## config.mk

```make
export PLATFORM = sky130hd
export DESIGN_NAME = smg_merge
export DESIGN_NICKNAME = d
export VERILOG_FILES = /design/src/assert_macros.svh /design/src/smg_pkg.sv /design/src/smg_merge.sv
export SDC_FILE = /design/constraint.sdc
export NUM_CORES = 1
export LEC_CHECK = 0
export ABC_AREA = 0
export ABC_CLOCK_PERIOD_IN_PS = 10800
export BUFFER_PORTS_ARGS = -buffer_cell sky130_fd_sc_hd__buf_4
export CORE_MARGIN = 8
export CORE_UTILIZATION = 55
export CTS_CLUSTER_DIAMETER = 50
export DETAILED_ROUTE_END_ITERATION = 16
export PLACE_DENSITY_LB_ADDON = 0.12
export SLEW_MARGIN = 20
export SYNTH_ARGS = -nofsm -noshare
export SYNTH_HDL_FRONTEND = slang
export SYNTH_SLANG_ARGS = --single-unit
```

## constraint.sdc

```tcl
create_clock -name i_clk -period 10.8 [get_ports i_clk]
set_input_delay 0.54 -clock i_clk [delete_from_list [all_inputs] [get_ports i_clk]]
set_output_delay 0.54 -clock i_clk [all_outputs]
set_load 0.02 [all_outputs]
```

## src/assert_macros.svh

```systemverilog
// ----------------------------------------------------------------------------
// assertion macros
// concurrent assertion wrappers that a build can compile out
// ----------------------------------------------------------------------------
`ifndef ASSERT_MACROS_SVH
`define ASSERT_MACROS_SVH

`ifndef NO_ASSERTIONS
// property checked on every clock edge outside reset
`define SMG_ASSERT_RST(lbl, clk, rst_n, prop, msg) \
    lbl: assert property (@(posedge clk) disable iff (!rst_n) (prop)) \
        else $error(msg);
// implication checked on every clock edge outside reset
`define SMG_ASSERT_IMP(lbl, clk, rst_n, ante, cons, msg) \
    lbl: assert property (@(posedge clk) disable iff (!rst_n) (ante) |-> (cons)) \
        else $error(msg);
`else
`define SMG_ASSERT_RST(lbl, clk, rst_n, prop, msg)
`define SMG_ASSERT_IMP(lbl, clk, rst_n, ante, cons, msg)
`endif

`endif

```

## src/smg_pkg.sv

```systemverilog
// ----------------------------------------------------------------------------
// smg_pkg
// shared types and codes of the stable merge sorter
// ----------------------------------------------------------------------------
package smg_pkg;

    localparam int KEY_W = 32;
    localparam int TAG_W = 16;
    localparam int REC_W = KEY_W + TAG_W;

    localparam logic MODE_LOAD  = 1'b0;
    localparam logic MODE_FETCH = 1'b1;

    typedef struct packed {
        logic             mode;
        logic [KEY_W-1:0] sort_key;
        logic [TAG_W-1:0] record_tag;
        logic             is_last;
    } t_in;

    typedef struct packed {
        logic [KEY_W-1:0] out_key;
        logic [TAG_W-1:0] out_tag;
        logic             out_last;
        logic             overflowed;
    } t_out;

    typedef struct packed {
        logic [KEY_W-1:0] key;
        logic [TAG_W-1:0] tag;
    } t_rec;

    typedef struct packed {
        logic busy;
        logic src_b;
        logic wr_en;
    } t_merge_stat;

endpackage

```

## src/smg_merge.sv

```systemverilog
// ----------------------------------------------------------------------------
// smg_merge
// bottom-up merge sequencer between two rams, one element merged per cycle except while a pair of runs is opened
// ----------------------------------------------------------------------------
module smg_merge #(
    parameter int MAX_RECORDS = 1024
) (
    input  logic                               i_clk,
    input  logic                               i_rst_n,
    input  logic                               i_start,
    input  logic [$clog2(MAX_RECORDS+1)-1:0]   i_count,
    input  smg_pkg::t_rec                      i_rd0,
    input  smg_pkg::t_rec                      i_rd1,
    output smg_pkg::t_merge_stat               o_stat,
    output logic [$clog2(MAX_RECORDS)-1:0]     o_wr_addr,
    output smg_pkg::t_rec                      o_wr_data,
    output logic [$clog2(MAX_RECORDS)-1:0]     o_raddr0,
    output logic [$clog2(MAX_RECORDS)-1:0]     o_raddr1
);

    localparam int AW = $clog2(MAX_RECORDS);
    localparam int CW = $clog2(MAX_RECORDS + 1);
    localparam int XW = CW + 2;

    localparam logic [1:0] S_IDLE  = 2'd0;
    localparam logic [1:0] S_PRIME = 2'd1;
    localparam logic [1:0] S_FILL  = 2'd2;
    localparam logic [1:0] S_MERGE = 2'd3;

    logic [1:0]    r_state, n_state;
    logic          r_src_b, n_src_b;
    logic [CW-1:0] r_n, n_n;
    logic [XW-1:0] r_w, n_w;
    logic [XW-1:0] r_lo, n_lo;
    logic [CW-1:0] r_mid, n_mid;
    logic [CW-1:0] r_hi, n_hi;
    logic [CW-1:0] r_i, n_i;
    logic [CW-1:0] r_j, n_j;
    logic [CW-1:0] r_k, n_k;
    smg_pkg::t_rec r_hl, n_hl;
    smg_pkg::t_rec r_hr, n_hr;

    logic [CW-1:0] lo_c;
    logic [CW-1:0] w_c;
    logic [CW-1:0] rem_lo;
    logic [CW-1:0] mid_c;
    logic [CW-1:0] rem_mid;
    logic [CW-1:0] hi_c;
    logic          take_l;
    logic [CW-1:0] k_inc;
    logic [XW-1:0] lo_nx;
    logic [XW-1:0] w_nx;
    logic [CW-1:0] i_nx;
    logic [CW-1:0] j_nx;
    logic [CW-1:0] i_fwd;
    logic [CW-1:0] j_fwd;

    // run bounds of the pair starting at lo
    assign lo_c    = r_lo[CW-1:0];
    assign w_c     = r_w[CW-1:0];
    assign rem_lo  = r_n - lo_c;
    assign mid_c   = (XW'(rem_lo) > r_w) ? lo_c + w_c : r_n;
    assign rem_mid = r_n - mid_c;
    assign hi_c    = (XW'(rem_mid) > r_w) ? mid_c + w_c : r_n;

    // a tie takes the left run, which keeps the sort stable
    assign take_l = (r_i < r_mid) && ((r_j >= r_hi) || (r_hl.key <= r_hr.key));
    assign k_inc  = r_k + CW'(1);
    assign lo_nx  = r_lo + (r_w << 1);
    assign w_nx   = r_w << 1;
    assign i_nx   = take_l ? r_i + CW'(1) : r_i;
    assign j_nx   = take_l ? r_j : r_j + CW'(1);
    assign i_fwd  = i_nx + CW'(1);
    assign j_fwd  = j_nx + CW'(1);

    always_comb begin
        n_state = r_state;
        n_src_b = r_src_b;
        n_n     = r_n;
        n_w     = r_w;
        n_lo    = r_lo;
        n_mid   = r_mid;
        n_hi    = r_hi;
        n_i     = r_i;
        n_j     = r_j;
        n_k     = r_k;
        n_hl    = r_hl;
        n_hr    = r_hr;
        o_raddr0 = '0;
        o_raddr1 = '0;
        case (r_state)
            S_IDLE: begin
                if (i_start) begin
                    n_n     = i_count;
                    n_w     = XW'(1);
                    n_lo    = '0;
                    n_src_b = 1'b0;
                    if (i_count > CW'(1)) begin
                        n_state = S_PRIME;
                    end
                end
            end
            S_PRIME: begin
                n_mid    = mid_c;
                n_hi     = hi_c;
                n_i      = lo_c;
                n_j      = mid_c;
                n_k      = lo_c;
                o_raddr0 = lo_c[AW-1:0];
                o_raddr1 = mid_c[AW-1:0];
                n_state  = S_FILL;
            end
            S_FILL: begin
                // heads arrive, prefetch the elements behind them
                n_hl     = i_rd0;
                n_hr     = i_rd1;
                o_raddr0 = AW'(r_i + CW'(1));
                o_raddr1 = AW'(r_j + CW'(1));
                n_state  = S_MERGE;
            end
            S_MERGE: begin
                n_i = i_nx;
                n_j = j_nx;
                n_k = k_inc;
                if (take_l) begin
                    n_hl = i_rd0;
                end else begin
                    n_hr = i_rd1;
                end
                o_raddr0 = i_fwd[AW-1:0];
                o_raddr1 = j_fwd[AW-1:0];
                if (k_inc == r_hi) begin
                    if (lo_nx >= XW'(r_n)) begin
                        n_lo    = '0;
                        n_w     = w_nx;
                        n_src_b = !r_src_b;
                        n_state = (w_nx >= XW'(r_n)) ? S_IDLE : S_PRIME;
                    end else begin
                        n_lo    = lo_nx;
                        n_state = S_PRIME;
                    end
                end
            end
            default: begin
                n_state = S_IDLE;
            end
        endcase
    end

    always_ff @(posedge i_clk) begin
        if (!i_rst_n) begin
            r_state <= S_IDLE;
            r_src_b <= 1'b0;
        end else begin
            r_state <= n_state;
            r_src_b <= n_src_b;
        end
        r_n   <= n_n;
        r_w   <= n_w;
        r_lo  <= n_lo;
        r_mid <= n_mid;
        r_hi  <= n_hi;
        r_i   <= n_i;
        r_j   <= n_j;
        r_k   <= n_k;
        r_hl  <= n_hl;
        r_hr  <= n_hr;
    end

    assign o_stat.busy  = (r_state != S_IDLE);
    assign o_stat.src_b = r_src_b;
    assign o_stat.wr_en = (r_state == S_MERGE);
    assign o_wr_addr    = r_k[AW-1:0];
    assign o_wr_data    = take_l ? r_hl : r_hr;

endmodule

```

* Yosys cells after proc, flatten, opt, wreduce, memory -nomap -nowiden
Index checks and enable logic that the tools add are counted.
** Storage, ports and cells
- Register bits :: 191
- Input port bits :: 110
- Output and inout bits :: 81
** Operators by class
- Add/sub/neg operators :: 10
- Multiplexer cells :: 32
- Equality and inequality tests :: 10
- $lt $le $gt $ge :: 8
- Reduce and logical (&&, ||, !) cells :: 14
** Operators with widths (count)
- one-hot mux 48 bit (2 select lines) :: 2
- two-way mux 48 bit :: 3
- two-way mux 13 bit :: 6
- one-hot mux 11 bit (2 select lines) :: 3
- one-hot mux 10 bit (3 select lines) :: 2
- one-hot mux 13 bit (2 select lines) :: 2
- two-way mux 11 bit :: 4
- adder 11 x 1 -> 11 bit, second input constant :: 3
- less-or-equal comparator 32 bit :: 1
- >= comparator 13 x 11 -> 1 bit :: 2
- > comparator 11 x 13 -> 1 bit :: 2
- adder 11 bit :: 2
- subtractor 11 bit :: 2
- adder 10 x 1 -> 10 bit, second input constant :: 2
- adder 13 bit :: 1
- equality test 11 bit :: 1
- >= comparator 11 bit :: 1
- > comparator 11 x 1 -> 1 bit, second input constant :: 1
- < comparator 11 bit :: 1
- one-hot mux 2 bit (4 select lines) :: 1
- nonzero test 2 bit :: 4
- two-way mux 2 bit :: 3
- inequality test 2 x 1 -> 1 bit, second input constant :: 3
- inequality test 2 bit, second input constant :: 3
- other kinds (11) :: 19

* Logic depth before layout (Yosys ltp)
Gate-level depths: netlist of the first run.
- Word-level depth :: 6
- Depth in mapped cells :: 42
- Depth with buffers taken out :: 41

* Worst setup path before layout of the first run
Ideal clock, no wire load.
- Kind :: register -> register
- Start point :: register r_n[0]
- End point :: register r_hi[9] (data pin)
- Data arrival time :: 7.397 ns
- Path slack :: 3.129 ns
- Buffers on the path :: 1
- Stages on the path, launching flop included :: 42
- Period minus slack after synthesis :: 7.671 ns
- Cell sequence :: edfxtp_1 -> inv_1 -> ha_1 -> inv_1 -> fa_1 -> a21o_1 -> a21oi_1 -> o21ai_0 -> a21oi_1 -> nor2b_1 -> o21a_1 -> o21ai_0 -> nand2b_1 -> a21oi_1 -> xnor2_1 -> ha_1 -> nand3_1 -> nor3_1 -> (+6 left out) -> a21o_1 -> a211oi_1 -> o211a_1 -> o311a_1 -> a21oi_1 -> o31ai_1 -> nand3_1 -> o211ai_1 -> ha_1 -> o21ai_0 -> nand2b_1 -> a21oi_1 -> nor3_1 -> o21ai_1 -> clkinv_1 -> and3_1 -> mux2i_1 -> o311ai_1
** On the way
- Longest elaborated chain between the ends :: 6
** RTL lines
- start: declaration :: RTL line smg_merge.sv:32 : logic [CW-1:0] r_n, n_n;
- start signal: assignment :: RTL line smg_merge.sv:158 : r_n <= n_n;
- subtractor 11 bit :: RTL line smg_merge.sv:61 : assign rem_lo = r_n - lo_c;
- > comparator 11 x 13 -> 1 bit :: RTL line smg_merge.sv:62 : assign mid_c = (XW'(rem_lo) > r_w) ? lo_c + w_c : r_n;
- two-way mux 11 bit (*) :: RTL line smg_merge.sv:62
- named net mid_c[0] :: RTL line smg_merge.sv:46 : logic [CW-1:0] mid_c;
- subtractor 11 bit :: RTL line smg_merge.sv:63 : assign rem_mid = r_n - mid_c;
- > comparator 11 x 13 -> 1 bit :: RTL line smg_merge.sv:64 : assign hi_c = (XW'(rem_mid) > r_w) ? mid_c + w_c : r_n;
- two-way mux 11 bit (*) :: RTL line smg_merge.sv:64
- named net hi_c[9] :: RTL line smg_merge.sv:48 : logic [CW-1:0] hi_c;
- end signal: assignment :: RTL line smg_merge.sv:162 : r_hi <= n_hi;
- end: declaration :: RTL line smg_merge.sv:36 : logic [CW-1:0] r_hi, n_hi;
The timed path passes the listed nets; every way through them passes the cells marked *.
A chain may end at the register's enable or synchronous reset.

* Worst setup path in the final report of the first run
Ends and elaborated chain as after synthesis.

==> results of run 1 <==
==> worst min-delay path by stage <==
| stage | cells past startpoint | slack (ps) | to |
|---|---|---|---|
| final | 1 | 260 | r_n[0] |
| after global placement | 2 | 460 | r_src_b |
| after floorplan | 2 | 440 | r_src_b |
| after global routing | 1 | 240 | r_hr[11] |
| after detailed placement | 2 | 480 | r_src_b |
| after CTS | 1 | 240 | r_hr[11] |
==> registers in the layout, summed over array words and instances (netlist names) <==
register and flops:
r_mid 11, r_src_b 1, r_i 11, r_state 2, r_w 13, r_lo 13, r_n 11, r_j 11
r_hi 11, r_hl 48, r_hr 48, r_k 11
==> cell type report <==
type                    instances  area (um^2)  share of cell area [%]
multi-input cells            1026         7150                    45.2
well taps                     324          405                    2.56
clock buffers                  17          425                    2.69
repair buffers                201         1510                    9.54
inverters                     125          469                    2.97
clock inverters                14          145                   0.918
flip-flops and latches        191         5710                    36.1
==> metal layers <==
layer  vias up  wire [um]
met4         0        771
li1       5387          -
met3        49       2850
met1      5209      16000
met2       423      18200
met5         -          0
==> through the flow <==
stage	setup WS [ps]	std cells	utilization, %	area [um^2]	hold WS, ps
after floorplan	3130	1393	-	13500	443
after global placement	1590	1867	62.8	15200	456
after detailed placement	1830	1867	62.9	15200	480
after CTS	1790	1898	65.2	15800	243
after global routing	911	1898	65.2	15800	243
final	1650	1898	65.2	15800	262
==> logic make-up after synthesis <==
kind of cell | count (synthesis) | synth area share (%)
other | 1 | 0.0277
AOI/OAI and AO/OA | 348 | 16.4
adders and majority gates | 158 | 14.8
and+or+nand+nor | 398 | 13.6
DFF | 191 | 42.2
xor gates and xnor gates | 114 | 7.38
buffers and inverters | 176 | 5.23
muxes | 6 | 0.462
==> synthesized netlist by cell type (all sizes together) (15+ instances only) <==
library cell	number
nand4	15
nor3	24
xor2	27
nor2b	15
buf	22
a21o	29
nand3	38
inv	123
nand2	158
o21ai	97
nor2	82
a22oi	15
ha	150
edfxtp	188
xnor2	87
clkbuf	29
a21oi	93
==> critical path: cells and delay by family (launching register included) <==
family / cells / cell delay [ps]
mux: 1 / 120
simple gates: 9 / 1510
xor+xnor: 1 / 110
fa+ha+maj: 6 / 1850
buf+inv: 4 / 940
flops: 1 / 390
compound gates: 19 / 3910
==> results.ini, run 1 <==
[status]
status = finished clean

[worst_setup_path]
r2r-start = r_n[0]
required_ps = 10960
max_stage_delay_ps = 620
r2r_end = r_hi[9]
reg2reg_depth = 40
endpoint_kind = flop
crit_path_frequent_cell = a21oi_1
critPathCapture = r_hi[9]
critical_path_class = reg -> reg
crit_fanout = 17
r2r_slack_ps = 1650
cp-startpoint = r_n[0]
slowest_stage = o21ai_2
cp.arrival_ps = 9310
start_kind = flop

[synth]
ys_seq_elements = 191
syn_inst = 1392
yosys-top-cells-area = edfxtp_1 42%, ha_1 14%, xnor2_1 5.6%, nand2_1 4.4%, a21oi_1 3.4%
ys_seq_area_share_pct = 42.2
synth.distinct_cells = 73
ys.flop_type = edfxtp_1
netlist_area_um2 = 13500
synth_edf_count = 188
yosysWarnings = 0
yosys.area.top_type_share_pct = 41.7
synth_area_per_cell_um2 = 9.72
yosysTopAreaCell = edfxtp_1
synthArstFlopShare_pct = 0

[placement]
portBuffers = 190
gp_congestion = 0.912
dp_hpwl_um = 28400

[cells_and_area]
layout_common_cells = 201 x buf_4, 188 x edfxtp_1, 157 x nand2_1
diodes = 0
syn2layout_area_growth_pct = 16.9
fillers = 1986
nets = 1826
drive_above_1_share_pct = 15.9
layout_commonest_cell = buf_4

[clocking]
root_buffer = clkbuf_16
clk_latency_ps = 450
cts_setup_buffers = 0
cts_resized = 0
clk_path_buf_depth = 2
cts_hold_repair.buffers = 0
cts_buffers = 17
clkSlewWorstSetupHoldPaths_ps = 80
cts_sinks = 191
cts_tree = done
cts_max_level = 4

[detailed_routing]
firstDrtPassIters = 5
vias_per_cell = 5.83
routedWlPerCell_um = 19.9
dr_total_vias = 11100
drtIter0Drc = 1211
drtAntennaViolNets = 0
routed_wl_um = 37800
drcViolationCount = 0

[global_route]
gr-usage-met3_pct = 5.08
gr-usage-all-layers_pct = 24.8
gr-total-overflow = 0
grt_max_degree = 94
gr-usage-met1_pct = 32.2
busiest_layer = met2
grt_pass1_vias = 10800
gr-usage-met2_pct = 41.2
grt_pass1_wl_um = 58800
antenna_found_initial = 0

[timing]
tightest_slew_ps = 996
setup_tns_ps = 0
setup_viol = 0
min_period_over_period_pct = 84.7
maxSlewHeadroom_pct = 33.6
rsz0062_at_grt = false
post-route-min-period_ps = 9150
clock_skew_ps = 14.7
drv_slew = 0
max_freq_ghz = 0.109
hold_violations = 0

[floorplanning]
die_x_um = 173
rows = 57
initial_core_util_pct = 55.8
die_h_um = 173
io_pins = 191
die_area_um2 = 29900
design.core.area_um2 = 24200

[flow_run]
drv_cap = 0

[worst_hold_path]
min_path_type = in -> reg
min-delay-start = i_count[0]

Power of run 1 is not shown: default switching activity piles up to over one toggle a cycle in this logic, so the estimate is an artifact.
==> run 2: changes to the inputs <==
ABC_AREA = 1   (was 0)
ABC_CLOCK_PERIOD_IN_PS = 8500   (was 10800)
clock period = 8.5 ns   (was 10.8 ns; I/O delays follow)
==> run 2 against run 1 <==
  * Clock-buffer cell count unchanged
  * Cell count grew 16%
  * Fmax rose by 27%
  * First-iteration DRC count shrank 15%
  * Die area is 2.8% higher
  * Synthesized area is 3.1% higher
  * Critical path depth did not move
  * Global-route usage grew 2.5 points
  * Setup slack got worse by 360 ps
  * Critical endpoint is now r_hi[7]
==> results.ini, run 2 <==
[synth]
ys_seq_elements = 191
ys.flop_type = edfxtp_1
synthArstFlopShare_pct = 0
synth_edf_count = 188
synth_common_cells = 444 x nand2_1, 243 x inv_1, 188 x edfxtp_1, 150 x ha_1, 113 x o21ai_0
yosysTopAreaCell = edfxtp_1
syn_inst = 1689
yosys-top-cells-area = edfxtp_1 40%, ha_1 13%, nand2_1 12%, inv_1 6.5%, o21ai_0 4.1%
synth.distinct_cells = 59
ys_seq_area_share_pct = 40.9
synth_area_per_cell_um2 = 8.26
yosysWarnings = 0
synth_most_common_cell = nand2_1
netlist_area_um2 = 13900
yosys.area.top_type_share_pct = 40.5

[worst_setup_path]
cp.arrival_ps = 7410
endpoint_kind = flop
cp-startpoint = r_n[0]
reg2reg_depth = 40
crit_fanout = 17
r2r-start = r_n[0]
critical_path_class = reg -> reg
critical_path_cell_count = 40
cp_num_buf_inv = 7
required_ps = 8690
slowest_stage = o21ai_0
crit_family = compound AO/OA/AOI/OAI gates
start_kind = flop
max_stage_delay_ps = 540

[floorplanning]
io_pins = 191
design.core.area_um2 = 25000
rows = 58
die_area_um2 = 30700
die_h_um = 175
initial_core_util_pct = 55.7
die_x_um = 175

[timing]
tightest_slew_ps = 716
clock_skew_ps = 16.1
max_freq_ghz = 0.139
drv_slew = 0
post-route-min-period_ps = 7210
hold_ws_ps = 135
hold_violations = 0
min_period_over_period_pct = 84.8
maxSlewHeadroom_pct = 52.3
setup_viol = 0
rsz0062_at_grt = false
setup_tns_ps = 0

[clocking]
cts_sinks = 191
cts_max_level = 4
cts_resized = 0
clkSlewWorstSetupHoldPaths_ps = 90
cts_setup_buffers = 0
root_buffer = clkbuf_16
cts_tree = done
cts_hold_repair.buffers = 0
cts_buffers = 17
clk_path_buf_depth = 2
clk_latency_ps = 460

[flow_run]
drv_cap = 0

[cells_and_area]
drive_above_1_share_pct = 15.0
fillers = 2175
layout_commonest_cell = nand2_1
syn2layout_area_growth_pct = 17.1
diodes = 0
final_util_pct = 65.2
nets = 2128
largestRegisters = r_hl x48, r_hr x48
layout_common_cells = 444 x nand2_1, 243 x inv_1, 202 x buf_4

[detailed_routing]
drtAntennaViolNets = 0
drcViolationCount = 0
routedWlPerCell_um = 19.3
firstDrtPassIters = 6
drtIter0Drc = 1024
dr_total_vias = 12300
routed_wl_um = 42500
vias_per_cell = 5.57

[worst_hold_path]
min_path_type = in -> reg
holdPathStages = 1
min-delay-start = i_rd0[14]

[global_route]
gr-usage-all-layers_pct = 27.2
grt_pass1_wl_um = 65300
gr-total-overflow = 0
grt_max_degree = 58
antenna_found_initial = 0
grt_pass1_vias = 11700

[placement]
dp_hpwl_um = 33100
portBuffers = 190
gp_congestion = 1.00

[status]
status = finished clean

-- run 2: cell types whose count changed after synthesis, sizes merged, moves of 14 or more --
| cell | before | now |
|---|---|---|
| a22oi | 15 | 1 |
| nor2b | 15 | 0 |
| o21ai | 97 | 126 |
| nand3 | 38 | 91 |
| inv | 123 | 247 |
| xnor2 | 87 | 15 |
| nor2 | 82 | 112 |
| nand2 | 158 | 457 |
| a21o | 29 | 6 |
| xor2 | 27 | 41 |
-- run 2: cell families after synthesis --
group	synth area share [%]
and+or+nand+nor	22.3
DFF	40.9
other	0.0269
AOI/OAI and AO/OA	10.7
adders and majority gates	14.0
xor gates and xnor gates	3.52
buffers and inverters	8.45
-- run 2: cell type report --
type | count | area, um^2 | area share, %
sequential | 191 | 5710 | 34.9
timing repair buffer | 202 | 1520 | 9.29
multi-input combinational | 1205 | 7110 | 43.5
clock buffer | 17 | 425 | 2.60
tap | 330 | 413 | 2.53
clock inverter | 15 | 234 | 1.43
inverter | 247 | 932 | 5.71
-- run 2: worst reg2reg max path: cells and delay by family (launching register included) --
| family | cells | cell delay (ps) |
|---|---|---|
| fa+ha+maj | 6 | 1660 |
| flops | 1 | 420 |
| xor+xnor | 2 | 240 |
| simple gates | 13 | 1800 |
| buf+inv | 7 | 790 |
| compound gates | 12 | 2020 |
-- run 2: through the flow --
stage,setup slack [ps],cells,cell area (um^2)
after global routing,640,2207,16300
final,1290,2207,16300
after CTS,1410,2207,16300
after detailed placement,1440,2175,15700
after global placement,1680,2175,15700
after floorplan,2330,1690,14000
-- run 2: final timing paths --
kind / slack (ps) / endpoint
worst max-delay path: 1290 / r_hi[7]
worst max register to register: 1290 / r_hi[7]
worst min-delay path: 130 / r_hl[14]
worst min register to register: 520 / r_src_b
-- run 2: routing by layer --
| metal | vias to the layer above | GRT usage, % | part of all wire [%] |
|---|---|---|---|
| li1 | 5993 | - | - |
| met1 | 5700 | 36.0 | 42 |
| met2 | 512 | 44.1 | 47 |
| met3 | 93 | 4.02 | 7.7 |
| met4 | 0 | 11.7 | 4.1 |
| met5 | - | 0 | 0 |
Power of run 2 is left out for the same reason.
